### src/hdl/ams_pkg.sv
// Package: opcodes, status codes and sequencer state for the accumulator machine.
package ams_pkg;

   localparam int unsigned WORD_W = 32;

   typedef enum logic [2:0] {
      ST_LOADED  = 3'd0,
      ST_EXEC    = 3'd1,
      ST_OUTPUT  = 3'd2,
      ST_STOPPED = 3'd3,
      ST_PASTEND = 3'd4,
      ST_ERROR   = 3'd5
   } status_type;

   localparam logic [31:0] OP_ADD    = 32'd1;
   localparam logic [31:0] OP_SUB    = 32'd2;
   localparam logic [31:0] OP_MULT   = 32'd3;
   localparam logic [31:0] OP_DIV    = 32'd4;
   localparam logic [31:0] OP_JMP    = 32'd5;
   localparam logic [31:0] OP_JMPN   = 32'd6;
   localparam logic [31:0] OP_JMPP   = 32'd7;
   localparam logic [31:0] OP_JMPZ   = 32'd8;
   localparam logic [31:0] OP_COPY   = 32'd9;
   localparam logic [31:0] OP_LOAD   = 32'd10;
   localparam logic [31:0] OP_STORE  = 32'd11;
   localparam logic [31:0] OP_INPUT  = 32'd12;
   localparam logic [31:0] OP_OUTPUT = 32'd13;
   localparam logic [31:0] OP_STOP   = 32'd14;

   typedef enum logic [3:0] {
      S_IDLE,
      S_FETCH_OP,
      S_DECODE,
      S_FETCH_A,
      S_GOT_A,
      S_FETCH_B,
      S_GOT_B,
      S_READ_DATA,
      S_EXECUTE,
      S_MUL_WAIT,
      S_DIV_WAIT,
      S_RESPOND
   } seq_state_type;

   // memory request from sequencer to memory
   typedef struct packed {
      logic        rd;
      logic        wr;
      logic [31:0] wdata;
   } mem_ctl_type;

endpackage

### src/hdl/ams_div.sv
// Iterative signed divider, one quotient bit per cycle, truncating toward zero.
module ams_div
   import ams_pkg::*;
(
   input  logic        clock,
   input  logic        reset,
   input  logic        start,
   input  logic [31:0] dividend,
   input  logic [31:0] divisor,
   output logic        done,
   output logic [31:0] quotient
);

   logic [31:0] rem_ff, rem_in;
   logic [31:0] quo_ff, quo_in;
   logic [31:0] dvs_ff, dvs_in;
   logic        neg_ff, neg_in;
   logic [5:0]  cnt_ff, cnt_in;
   logic        busy_ff, busy_in;
   logic        done_ff, done_in;
   logic [32:0] trial;

   always_comb begin
      rem_in  = rem_ff;
      quo_in  = quo_ff;
      dvs_in  = dvs_ff;
      neg_in  = neg_ff;
      cnt_in  = cnt_ff;
      busy_in = busy_ff;
      done_in = 1'b0;
      trial   = {rem_ff, quo_ff[31]} - {1'b0, dvs_ff};
      if (start) begin
         rem_in  = '0;
         quo_in  = dividend[31] ? (32'd0 - dividend) : dividend;
         dvs_in  = divisor[31] ? (32'd0 - divisor) : divisor;
         neg_in  = dividend[31] ^ divisor[31];
         cnt_in  = 6'd32;
         busy_in = 1'b1;
      end else if (busy_ff) begin
         // shift in one dividend bit, subtract when it fits
         if (!trial[32]) begin
            rem_in = trial[31:0];
            quo_in = {quo_ff[30:0], 1'b1};
         end else begin
            rem_in = {rem_ff[30:0], quo_ff[31]};
            quo_in = {quo_ff[30:0], 1'b0};
         end
         cnt_in = cnt_ff - 6'd1;
         if (cnt_ff == 6'd1) begin
            busy_in = 1'b0;
            done_in = 1'b1;
         end
      end
   end

   always_ff @(posedge clock) begin
      if (reset) begin
         busy_ff <= 1'b0;
         done_ff <= 1'b0;
         cnt_ff  <= '0;
      end else begin
         busy_ff <= busy_in;
         done_ff <= done_in;
         cnt_ff  <= cnt_in;
      end
      rem_ff <= rem_in;
      quo_ff <= quo_in;
      dvs_ff <= dvs_in;
      neg_ff <= neg_in;
   end

   assign done     = done_ff;
   assign quotient = neg_ff ? (32'd0 - quo_ff) : quo_ff;

endmodule

### config.mk
export PLATFORM = sky130hd
export DESIGN_NAME = ams_div
export DESIGN_NICKNAME = d
export VERILOG_FILES = /design/src/hdl/ams_pkg.sv /design/src/hdl/ams_div.sv
export SDC_FILE = /design/constraint.sdc
export NUM_CORES = 1
export LEC_CHECK = 0
export BUFFER_PORTS_ARGS = -buffer_cell sky130_fd_sc_hd__buf_2
export CAP_MARGIN = 0
export CORE_MARGIN = 3
export CORE_UTILIZATION = 60
export CTS_CLUSTER_DIAMETER = 80
export DETAILED_ROUTE_END_ITERATION = 8
export PLACE_DENSITY_LB_ADDON = 0.12
export SYNTH_ARGS = -nofsm -noshare
export SYNTH_HDL_FRONTEND = slang
export SYNTH_SLANG_ARGS = --single-unit
### constraint.sdc
create_clock -name clock -period 6 [get_ports clock]
set_clock_uncertainty 0.2 [all_clocks]
set_input_delay 1.8 -clock clock [delete_from_list [all_inputs] [get_ports clock]]
set_output_delay 1.8 -clock clock [all_outputs]
set_load 0.02 [all_outputs]
==> results by group <==
Routing
  – DRC violation count after routing: 0
  – WL per Instance: approximately 14 µm
  – Remaining antenna violation count: 0
  – DR vias: approximately 6700
  – Via density: 5.73
  – Total wire length: 16.9 mm
  – Drt pass-1 iters: 7
  – DRT iter0 DRCs: ~490

Placed design
  – RD Place Congestion: ~0.96
  – Post-place setup slack: 1.02 ns
  – Input/output buffers: between 90 and 100
  – Dpl cells: roughly 1200
  – Placed Area: 8500 µm²
  – DP Wirelength: between 10 and 15 mm

Power
  – PD cells: around 250 nW/µm²
  – Leakage: approximately 3.5 nW
  – Pwr Total: 2.23 mW
  – Maximum VDD drop: roughly 0.00013 V

STA
  – Final min period: 5.33 ns
  – Max Freq: ~190 MHz
  – Slew Limit Headroom: between 30% and 40%
  – Worst-Margin Slew: slightly below 1 ns
  – Fin Hold WS: 0.300 ns
  – Share of the clock period used by the worst path: 88.9%
  – # setup viols final: 0
  – Final Max Slew Viols: 0
  – Final TNS setup: 0 ns
  – Setup ws final: approximately 0.67 ns
  – Endpoints failing hold: 0
  – RSZ-0062 raised after global routing: no

Cells and area
  – Final std cells w/o fill: 1169
  – Core Util, Final: 68.6%
  – Share of layout cells above drive strength 1: a little over an eighth
  – Area grow syn2layout: 10.8%
  – Area occupied by multi-input gates: between 4000 and 5000 µm²
  – Final-layout fill cell count: approximately 1100
  – Sequential cell area: 2750 µm²
  – NumNets Final: 1097
  – Antenna diodes: 0
  – Final Cell Area: 8760 µm²

Setup path
  – Crit path required time: 4.00 ns
  – Startpoint types: flip-flop
  – CP max FO: 5
  – Data arrival, critical path: between 3 and 4 ns
  – Setup CP Type: reg2out
  – Critical Path End Type: primary output

Floorplanning
  – Die Width: around 120 µm
  – Die ar.: 14600 µm²
  – Io pins: 100
  – Core Box Area: about 13000 µm²
  – Initial cell density of the core: between 60% and 70%
  – Site row count: about 40
  – Die Height: 121 µm

Clocking
  – CTS sink cnt: approximately 110
  – Hold_buf cts: 0
  – Number of CTS-inserted buffers: 9
  – CTS clk-pin slew, worst paths: 0.07 ns
  – CTS resizes: 0
  – Postcts setup bufs: 0
  – Clk root buf: clkbuf_16
  – Clock latency on the worst-skew pair: between 0.3 and 0.4 ns
  – Htree depth: 3
  – TritonCTS clock tree: yes
  – Clk buf depth: 2

Global routing
  – Largest net degree at the start of global routing: 54
  – Vias in the first global route: between 5000 and 6000
  – Initial antenna violation count: 0
  – First-pass GRT wire length: 28.0 mm
  – Grt ovf: 0
  – GRT Overall Usage: between 20% and 30%

Run
  – Maxcap violations: 0

Logic synthesis
  – Post-Syn Instances: 921
  – Post-synthesis register bit count: around 110
  – Synthesized area per cell: around 8.6 µm²
  – Number of synthesized flops with an enable pin: 65
  – Syn Std Cell Area: 7910 µm²
  – Mapped Nets: ~1000
  – Synth warn: 0
  – Primary FF master, synth: edfxtp_1
  – Post-synth cell types: 60
  – Async SR Flop Fraction: 0%
  – Sequential-to-total area share from yosys stat: a little over a third

Worst hold path
  – Worst hold path type: reg2reg

Run status
  – Status: complete, no violations
[cells in the mapped netlist (19+ instances only)]
master | number | area [µm²]
ha_1 | 37 | 463
nand2_1 | 86 | 323
xnor2_1 | 71 | 622
inv_1 | 49 | 184
a211oi_1 | 19 | 143
dfxtp_1 | 40 | 801
o31ai_1 | 27 | 203
xor2_1 | 47 | 412
nand3_1 | 22 | 110
nor2_1 | 89 | 334
a21oi_1 | 67 | 335
clkbuf_1 | 35 | 131
edfxtp_1 | 65 | 1950
mux2i_1 | 19 | 190
o21ai_0 | 50 | 250
[path summary, 6_finish.rpt]
kind / cells after the start / endpoint / slack, ns / from
max reg2reg: 11 / rem_ff[3] / 1.99 / dvs_ff[20]
min: 2 / cnt_ff[1] / 0.30 / cnt_ff[1]
min reg2reg: 2 / cnt_ff[1] / 0.30 / cnt_ff[1]
max: 10 / quotient[31] / 0.67 / quo_ff[4]
[worst max-delay path: stages (launching register included)]
cell and delay [ns]:
edfxtp_1 0.44, nor3_2 0.23, nand3_1 0.12, or3_4 0.35, or4_4 0.43, or3_4 0.36
or4_4 0.44, o21ai_4 0.20, nand2_1 0.09, xnor2_1 0.14, buf_2 0.18
[cells in the final DEF (no fill, tap or decap), types with 12 or more instances in the layout]
cell	Yosys	layout
nand2b_1	12	12
or4_1	13	13
mux2i_1	19	19
nand3_1	22	22
or3_1	16	16
dfxtp_1	40	40
xor2_1	47	47
a211oi_1	19	19
a21o_1	18	18
xnor2_1	71	71
o31ai_1	27	27
inv_1	49	49
ha_1	37	37
nand2_1	86	86
a21oi_1	67	67
o21ai_0	50	50
edfxtp_1	65	65
buf_2	3	98
nor2_1	89	89
[state kept, by name, indices dropped and copies added, names as in the netlist]
| register | count |
|---|---|
| busy_ff | 1 |
| rem_ff | 32 |
| neg_ff | 1 |
| dvs_ff | 32 |
| done | 1 |
| quo_ff | 32 |
| cnt_ff | 6 |
[final cells by class]
class                      count  area share, %
tap                          172           2.46
clock inverter                 5          0.357
multi-input combinational    722           54.8
sequential                   105           31.4
timing repair buffer         105           6.20
inverter                      49           2.10
clock buffer                  11           2.66
[metal layers]
layer / global-route usage (%) / wire length (µm)
met5: 0 / 0
met4: 8.29 / 279
met1: 33.4 / 8280
met2: 37.1 / 7520
met3: 2.25 / 824
[where the power goes]
group / leakage [nW] / total [mW] / internal [mW] / switching [mW]
combinational: 2.45 / 0.776 / 0.319 / 0.457
clock: 0.126 / 0.536 / 0.281 / 0.256
sequential: 0.966 / 0.921 / 0.855 / 0.0661
[cell families after synthesis]
family / count (synthesis) / synth area share [%]
AND/OR/NAND/NOR: 305 / 19.1
flip-flops: 105 / 34.8
XOR/XNOR: 118 / 13.1
AO/OA/AOI/OAI: 240 / 19.7
multiplexers: 21 / 2.69
buffers and inverters: 94 / 4.56
adder cells (fa/ha/maj): 38 / 6.11
(Power assumes the default switching activity.)
