<file path="config.mk">
export PLATFORM = sky130hd
export DESIGN_NAME = ams_seq
export DESIGN_NICKNAME = d
export VERILOG_FILES = /design/src/hdl/ams_pkg.sv /design/src/hdl/ams_seq.sv
export SDC_FILE = /design/constraint.sdc
export NUM_CORES = 2
export LEC_CHECK = 0
export CAP_MARGIN = 20
export CORE_ASPECT_RATIO = 1.2
export CORE_MARGIN = 2
export CORE_UTILIZATION = 27
export DETAILED_ROUTE_END_ITERATION = 8
export DONT_BUFFER_PORTS = 1
export GPL_ROUTABILITY_DRIVEN = 0
export GPL_TIMING_DRIVEN = 1
export MAX_ROUTING_LAYER = met4
export PLACE_DENSITY_LB_ADDON = 0.25
export SLEW_MARGIN = 20
export SYNTH_ARGS = -nofsm -noshare
export SYNTH_HDL_FRONTEND = slang
export SYNTH_SLANG_ARGS = --single-unit
</file>
<file path="constraint.sdc">
create_clock -name clock -period 19 [get_ports clock]
set_input_delay 4.75 -clock clock [delete_from_list [all_inputs] [get_ports clock]]
set_output_delay 4.75 -clock clock [all_outputs]
set_load 0.02 [all_outputs]
</file>
<file path="src/hdl/ams_pkg.sv">
// Package: opcodes, status codes and sequencer state for the accumulator machine.
package ams_pkg;

   localparam int unsigned WORD_W = 32;

   typedef enum logic [2:0] {
      ST_LOADED  = 3'd0,
      ST_EXEC    = 3'd1,
      ST_OUTPUT  = 3'd2,
      ST_STOPPED = 3'd3,
      ST_PASTEND = 3'd4,
      ST_ERROR   = 3'd5
   } status_type;

   localparam logic [31:0] OP_ADD    = 32'd1;
   localparam logic [31:0] OP_SUB    = 32'd2;
   localparam logic [31:0] OP_MULT   = 32'd3;
   localparam logic [31:0] OP_DIV    = 32'd4;
   localparam logic [31:0] OP_JMP    = 32'd5;
   localparam logic [31:0] OP_JMPN   = 32'd6;
   localparam logic [31:0] OP_JMPP   = 32'd7;
   localparam logic [31:0] OP_JMPZ   = 32'd8;
   localparam logic [31:0] OP_COPY   = 32'd9;
   localparam logic [31:0] OP_LOAD   = 32'd10;
   localparam logic [31:0] OP_STORE  = 32'd11;
   localparam logic [31:0] OP_INPUT  = 32'd12;
   localparam logic [31:0] OP_OUTPUT = 32'd13;
   localparam logic [31:0] OP_STOP   = 32'd14;

   typedef enum logic [3:0] {
      S_IDLE,
      S_FETCH_OP,
      S_DECODE,
      S_FETCH_A,
      S_GOT_A,
      S_FETCH_B,
      S_GOT_B,
      S_READ_DATA,
      S_EXECUTE,
      S_MUL_WAIT,
      S_DIV_WAIT,
      S_RESPOND
   } seq_state_type;

   // memory request from sequencer to memory
   typedef struct packed {
      logic        rd;
      logic        wr;
      logic [31:0] wdata;
   } mem_ctl_type;

endpackage

</file>
<file path="src/hdl/ams_seq.sv">
// Instruction sequencer: program loads, and per step fetch, decode, operand reads, execute and write back.
module ams_seq
   import ams_pkg::*;
#(
   parameter int unsigned MEM_DEPTH = 256,
   parameter int unsigned ADDR_W    = 8,
   parameter int unsigned LEN_W     = 9
) (
   input  logic              clock,
   input  logic              reset,
   input  logic              start,
   input  logic              req_mode,
   input  logic [31:0]       req_value,
   output logic              busy,
   output logic [ADDR_W-1:0] mem_addr,
   output mem_ctl_type       mem_ctl,
   input  logic [31:0]       mem_rdata,
   output logic              div_start,
   output logic [31:0]       div_dividend,
   output logic [31:0]       div_divisor,
   input  logic              div_done,
   input  logic [31:0]       div_quotient,
   output logic              rsp_valid,
   output logic [2:0]        rsp_status,
   output logic [31:0]       rsp_out_value,
   output logic [31:0]       rsp_acc_value,
   output logic [8:0]        rsp_next_pc
);

   localparam logic [LEN_W-1:0] DEPTH_L = LEN_W'(MEM_DEPTH);

   seq_state_type state_ff, state_in;
   logic [LEN_W-1:0] len_ff, len_in;
   logic [LEN_W-1:0] pc_ff, pc_in;
   logic [31:0]      acc_ff, acc_in;
   logic [2:0]       halt_ff, halt_in;
   logic [31:0]      val_ff, val_in;
   logic [31:0]      op_ff, op_in;
   logic [31:0]      opa_ff, opa_in;
   logic [31:0]      opb_ff, opb_in;
   logic [31:0]      dat_ff, dat_in;
   logic [31:0]      prod_ff, prod_in;
   logic [2:0]       st_ff, st_in;
   logic [31:0]      outv_ff, outv_in;
   logic             rsp_ff, rsp_in;

   logic [LEN_W:0]   pc1, pc2, pc3;
   logic             a_ok, b_ok, tgt_ok, is_jcond, take, known;
   logic             accept;

   assign accept = start && !busy;
   assign pc1 = {1'b0, pc_ff} + 1'b1;
   assign pc2 = {1'b0, pc_ff} + 2'd2;
   assign pc3 = {1'b0, pc_ff} + 2'd3;
   assign a_ok   = !opa_ff[31] && (opa_ff < 32'(len_ff));
   assign b_ok   = !opb_ff[31] && (opb_ff < 32'(len_ff));
   assign tgt_ok = !opa_ff[31] && (opa_ff <= 32'(len_ff));
   assign known  = (op_ff >= OP_ADD) && (op_ff <= OP_STOP);
   assign is_jcond = (op_ff >= OP_JMPN) && (op_ff <= OP_JMPZ);
   always_comb begin
      take = 1'b1;
      if (op_ff == OP_JMPN) begin
         take = acc_ff[31];
      end else if (op_ff == OP_JMPP) begin
         take = !acc_ff[31] && (acc_ff != '0);
      end else if (op_ff == OP_JMPZ) begin
         take = (acc_ff == '0);
      end
   end

   // next state and datapath
   always_comb begin
      state_in = state_ff;
      len_in   = len_ff;
      pc_in    = pc_ff;
      acc_in   = acc_ff;
      halt_in  = halt_ff;
      val_in   = val_ff;
      op_in    = op_ff;
      opa_in   = opa_ff;
      opb_in   = opb_ff;
      dat_in   = dat_ff;
      prod_in  = prod_ff;
      st_in    = st_ff;
      outv_in  = outv_ff;
      rsp_in   = 1'b0;
      unique case (state_ff)
         S_IDLE: begin
            if (accept) begin
               val_in  = req_value;
               outv_in = '0;
               if (!req_mode) begin
                  if (len_ff >= DEPTH_L) begin
                     halt_in = ST_ERROR;
                     st_in   = ST_ERROR;
                  end else begin
                     len_in = len_ff + 1'b1;
                     st_in  = ST_LOADED;
                  end
                  state_in = S_RESPOND;
               end else if (halt_ff != ST_LOADED) begin
                  st_in    = halt_ff;
                  state_in = S_RESPOND;
               end else if (pc_ff >= len_ff) begin
                  halt_in  = ST_PASTEND;
                  st_in    = ST_PASTEND;
                  state_in = S_RESPOND;
               end else begin
                  state_in = S_FETCH_OP;
               end
            end
         end
         S_FETCH_OP: state_in = S_DECODE;
         S_DECODE: begin
            op_in    = mem_rdata;
            state_in = S_FETCH_A;
            st_in    = ST_EXEC;
            if (mem_rdata == OP_STOP) begin
               halt_in  = ST_STOPPED;
               st_in    = ST_STOPPED;
               state_in = S_RESPOND;
            end else if (!((mem_rdata >= OP_ADD) && (mem_rdata <= OP_STOP))) begin
               pc_in    = pc1[LEN_W-1:0];
               state_in = S_RESPOND;
            end
         end
         S_FETCH_A: begin
            // untaken branches respond without using the operand read
            if (is_jcond && !take) begin
               pc_in    = (pc2 > {1'b0, len_ff}) ? len_ff : pc2[LEN_W-1:0];
               state_in = S_RESPOND;
            end else if (pc1 >= {1'b0, len_ff}) begin
               halt_in  = ST_ERROR;
               st_in    = ST_ERROR;
               state_in = S_RESPOND;
            end else begin
               state_in = S_GOT_A;
            end
         end
         S_GOT_A: begin
            opa_in = mem_rdata;
            if (op_ff >= OP_JMP && op_ff <= OP_JMPZ) begin
               state_in = S_RESPOND;
               if (!mem_rdata[31] && mem_rdata <= 32'(len_ff)) begin
                  pc_in = mem_rdata[LEN_W-1:0];
               end else begin
                  halt_in = ST_ERROR;
                  st_in   = ST_ERROR;
               end
            end else if (op_ff == OP_COPY) begin
               state_in = S_FETCH_B;
            end else begin
               state_in = S_READ_DATA;
            end
         end
         S_FETCH_B: begin
            if (pc2 >= {1'b0, len_ff}) begin
               halt_in  = ST_ERROR;
               st_in    = ST_ERROR;
               state_in = S_RESPOND;
            end else begin
               state_in = S_GOT_B;
            end
         end
         S_GOT_B: begin
            opb_in   = mem_rdata;
            state_in = S_READ_DATA;
         end
         S_READ_DATA: begin
            if (!a_ok || (op_ff == OP_COPY && !b_ok)) begin
               halt_in  = ST_ERROR;
               st_in    = ST_ERROR;
               state_in = S_RESPOND;
            end else begin
               state_in = S_EXECUTE;
            end
         end
         S_EXECUTE: begin
            dat_in   = mem_rdata;
            state_in = S_RESPOND;
            if (op_ff == OP_COPY) begin
               pc_in = pc3[LEN_W-1:0];
            end else begin
               pc_in = pc2[LEN_W-1:0];
            end
            case (op_ff)
               OP_ADD:  acc_in = acc_ff + mem_rdata;
               OP_SUB:  acc_in = acc_ff - mem_rdata;
               OP_LOAD: acc_in = mem_rdata;
               OP_MULT: begin
                  prod_in  = acc_ff * mem_rdata;
                  pc_in    = pc_ff;
                  state_in = S_MUL_WAIT;
               end
               OP_DIV: begin
                  if (mem_rdata == '0) begin
                     halt_in = ST_ERROR;
                     st_in   = ST_ERROR;
                     pc_in   = pc_ff;
                  end else begin
                     pc_in    = pc_ff;
                     state_in = S_DIV_WAIT;
                  end
               end
               OP_OUTPUT: begin
                  outv_in = mem_rdata;
                  st_in   = ST_OUTPUT;
               end
               default: ;
            endcase
         end
         S_MUL_WAIT: begin
            acc_in   = prod_ff;
            pc_in    = pc2[LEN_W-1:0];
            state_in = S_RESPOND;
         end
         S_DIV_WAIT: begin
            if (div_done) begin
               acc_in   = div_quotient;
               pc_in    = pc2[LEN_W-1:0];
               state_in = S_RESPOND;
            end
         end
         S_RESPOND: begin
            rsp_in   = 1'b1;
            state_in = S_IDLE;
         end
         default: state_in = S_IDLE;
      endcase
   end

   // memory port and divider control
   always_comb begin
      mem_addr      = pc_ff[ADDR_W-1:0];
      mem_ctl.rd    = 1'b0;
      mem_ctl.wr    = 1'b0;
      mem_ctl.wdata = acc_ff;
      div_start     = 1'b0;
      unique case (state_ff)
         S_IDLE: begin
            // a step fetches the opcode at PC, a load appends at the length
            mem_addr      = req_mode ? pc_ff[ADDR_W-1:0] : len_ff[ADDR_W-1:0];
            mem_ctl.wdata = req_value;
            mem_ctl.wr    = accept && !req_mode && (len_ff < DEPTH_L);
            mem_ctl.rd    = accept && req_mode;
         end
         S_FETCH_A: begin
            mem_addr   = pc1[ADDR_W-1:0];
            mem_ctl.rd = 1'b1;
         end
         S_FETCH_B: begin
            mem_addr   = pc2[ADDR_W-1:0];
            mem_ctl.rd = 1'b1;
         end
         S_READ_DATA: begin
            mem_addr   = opa_ff[ADDR_W-1:0];
            mem_ctl.rd = a_ok && (op_ff != OP_COPY || b_ok);
         end
         S_EXECUTE: begin
            mem_addr = opa_ff[ADDR_W-1:0];
            if (op_ff == OP_COPY) begin
               mem_addr      = opb_ff[ADDR_W-1:0];
               mem_ctl.wdata = mem_rdata;
               mem_ctl.wr    = 1'b1;
            end else if (op_ff == OP_STORE) begin
               mem_ctl.wr = 1'b1;
            end else if (op_ff == OP_INPUT) begin
               mem_ctl.wdata = val_ff;
               mem_ctl.wr    = 1'b1;
            end
            div_start = (op_ff == OP_DIV) && (mem_rdata != '0);
         end
         default: ;
      endcase
   end

   always_ff @(posedge clock) begin
      if (reset) begin
         state_ff <= S_IDLE;
         len_ff   <= '0;
         pc_ff    <= '0;
         acc_ff   <= '0;
         halt_ff  <= ST_LOADED;
         rsp_ff   <= 1'b0;
      end else begin
         state_ff <= state_in;
         len_ff   <= len_in;
         pc_ff    <= pc_in;
         acc_ff   <= acc_in;
         halt_ff  <= halt_in;
         rsp_ff   <= rsp_in;
      end
      val_ff  <= val_in;
      op_ff   <= op_in;
      opa_ff  <= opa_in;
      opb_ff  <= opb_in;
      dat_ff  <= dat_in;
      prod_ff <= prod_in;
      st_ff   <= st_in;
      outv_ff <= outv_in;
   end

   assign busy          = (state_ff != S_IDLE) || rsp_ff;
   assign div_dividend  = acc_ff;
   assign div_divisor   = dat_in;
   assign rsp_valid     = rsp_ff;
   assign rsp_status    = st_ff;
   assign rsp_out_value = outv_ff;
   assign rsp_acc_value = acc_ff;
   assign rsp_next_pc   = 9'(pc_ff);

   logic unused_known;
   assign unused_known = known ^ tgt_ok ^ dat_ff[0];

endmodule

</file>
==> flow_summary_export.csv <==
group,metric,value,unit
clocking,cts-root-buf,"clkbuf_16",
critical_path,reg2regPathDepth,28,
detailed_routing,detail_route.wirelength,137000,µm
critical_path,crit_arrival,6.88,ns
final_layout,final_core_util,29.4,%
grt,grt_first_pass_wirelength,197000,µm
timing,maxSlewViolCount,0,
clocking,post_cts_hold_buffer_count,0,
final_layout,footprint_of_the_multi_input_gates,22300,µm²
clocking,cts-buffers-inserted,35,
critical_path,cpLargestDelayFamily,"simple AND/OR/NAND/NOR gates",
final_layout,most-common-layout-cells,"519 x inv_1, 424 x nand2_1, 409 x fa_1",
detailed_routing,vias,26400,
timing,max_slew_margin,28.2,%
critical_path,timing.rr.start,"div_dividend[4]",
final_layout,drive_above_1_share,5.26,%
grt,grt_start_max_net_pins,56,
place,detailed_place_hpwl,101000,µm
worst_hold_path,min-delay-start,"halt_ff[1]",
synthesis,yosysWarnings,0,
floorplan,floorplan.core_area,121000,µm²
floorplan,starting_density,27.2,%
critical_path,worstSetupPathDepth,7,
final_layout,layout_commonest_cell,"inv_1",
synthesis,synth_fp_nets,4293,
floorplan,placementRows,140,
grt,grt_usage,22.4,%
timing,layout_worst_path_cycle_share,61.2,%
critical_path,worst_path_most_repeated_cell,"nand4_1",
critical_path,worst-path-buf-inv,1,
critical_path,timing.setup.critical_path_class,"in2out",
detailed_routing,antenna_left,0,
critical_path,cpMaxStageDelayCell,"or3b_2",
timing,worst_hold_slack,0.496,ns
timing,setup_tns,0,ns
grt,globalRoute.totalOverflow,0,
synthesis,synthesis.area_per_instance,9.23,µm²
synthesis,share_of_the_yosys_chip_area_belonging_to_registers,23.2,%
synthesis,synth_edf_count,195,
critical_path,critical_path_cell_list,"inv_1 > ha_1 > or3b_2 > nor4_4 > nand4_1 > nand4_1 > nor2_1",
detailed_routing,routed_wire_length_per_instance,26.9,µm
clocking,cts-htree-levels,2,
floorplan,die-width,323,µm
synthesis,synth.distinct_cells,79,
timing,setup_repair_after_global_routing_missed_its_margin,"false",
detailed_routing,drt_drc_violations_left,0,
timing,max_freq,0.0860,GHz
floorplan,die_height,387,µm
timing,finalClockSkew,0.0438,ns
critical_path,end_kind,"output pin",
clocking,post-cts-setup-buffers,0,
synthesis,postSynthRegisterBits,285,
job,drv.max_cap_violation_count,0,
critical_path,worstSetupEndpoint,"div_start",
clocking,cts_buffer_depth,3,
synthesis,synthArstFlopShare,0,%
critical_path,timing.reg2reg.setup_slack,10.92,ns
detailed_routing,average_via_count_per_standard_cell,5.18,
worst_hold_path,min-delay-path-class,"reg2reg",
timing,transition_at_the_pin_with_the_smallest_max_transition_slack,1.10,ns
timing,period_needed,11.63,ns
critical_path,cp_max_fo,41,
clocking,clk_pin_slew,0.07,ns
floorplan,die_area,125000,µm²
critical_path,worst_setup_path_startpoint,"mem_rdata[1]",
synthesis,netlist_area,32900,µm²
floorplan,i_o_pins,286,
detailed_routing,detail_route.first_pass.iterations,6,
clocking,post_cts.resized_instances,0,
critical_path,critical_path.max_stage_delay,0.51,ns
status,run_status,"complete, no violations",
clocking,cts_tree,"built",
detailed_routing,drt_iter0_drc,2194,
critical_path,worst_r2r_endpoint,"prod_ff[31]",
critical_path,startpoint_class,"primary input",
grt,grt_pass1_vias,27000,
clocking,clock_insertion_delay_worst_skew,0.60,ns
final_layout,sequential_cell_area,7690,µm²
final_layout,layout.nets,4142,
clocking,cts.sink_count,285,
timing,report.final.setup_viol,0,
final_layout,area_growth_syn_to_layout,8.35,%
critical_path,crit_required,14.25,ns
grt,grt_antenna_before_repair,14,
timing,final_number_of_hold_violating_endpoints,0,
place,numPortBuffers,0,
final_layout,num-fill-cells,12900,
synthesis,synth_flop_cell,"edfxtp_1",
synthesis,synth_instances,3568,
-- cell usage after synthesis, drive strengths merged (50+ instances only) --
cell	instances	area, µm²
a21oi	108	541
ha	215	2690
and2	319	2000
dfxtp	90	1800
edfxtp	195	5860
buf	50	328
xor2	58	508
o21ai	97	485
nand2	425	1600
fa	409	8190
nor2	135	507
inv	519	1950
clkbuf	203	762
xnor2	101	885
-- state kept, by name (all words and copies together), names as in the netlist --
signal         cells
rsp_valid          1
halt_ff            3
div_dividend      32
state_ff           4
val_ff            32
opa_ff            32
op_ff             32
rsp_out_value     32
len_ff             9
opb_ff            32
prod_ff           32
dat_ff            32
rsp_status         3
rsp_next_pc        9
-- final cells by class --
class / count / share of cell area [%]
clock inverter: 20 / 0.564
tap: 1633 / 5.73
sequential: 285 / 21.5
multi-input combinational: 2509 / 62.5
inverter: 521 / 5.48
antenna: 17 / 0.119
timing repair buffer: 65 / 1.37
clock buffer: 43 / 2.68
-- worst reg2reg max path, delay by kind of cell, from the launching register on --
kind / cells / cell delay, ns
buffers and inverters: 10 / 1.22
adder cells (fa/ha/maj): 9 / 4.05
AO/OA/AOI/OAI: 7 / 1.44
flip-flops: 1 / 0.79
AND/OR/NAND/NOR: 1 / 0.24
XOR/XNOR: 1 / 0.09
-- layer usage --
metal	global-route usage, %	wire [µm]
met5	-	0
met4	10.3	7560
met3	4.78	11000
met2	38.2	68600
met1	24.9	50000
-- through the flow --
stage	setup slack [ns]	instances	cell area, µm²
final	7.37	5093	35700
after CTS	7.39	5076	35600
after floorplan	7.17	3568	32900
after detailed placement	7.25	5013	34500
after global placement	7.29	5013	34500
after global routing	7.35	5085	35700
-- cells by family (layout without fill, tap and decap cells) --
group,after synthesis,in the layout,share of synthesized area (%)
and+or+nand+nor,1132,1132,17.3
buffers and inverters,774,649,9.25
adders and majority gates,624,624,33.0
AOI/OAI and AO/OA,549,549,11.6
DFF,285,285,23.2
xor gates and xnor gates,159,159,4.23
muxes,45,45,1.39
other,0,17,0
-- how the worst min path moves through the flow --
stage               depth (start not counted)    endpoint
floorplan                                   2  halt_ff[0]
CTS                                         2  halt_ff[1]
global route                                2  halt_ff[1]
global placement                            2  halt_ff[1]
detailed placement                          2  halt_ff[1]
finish                                      2  halt_ff[1]
Power is not shown: default switching activity piles up to over one toggle a cycle in this logic, so the estimate is an artifact.
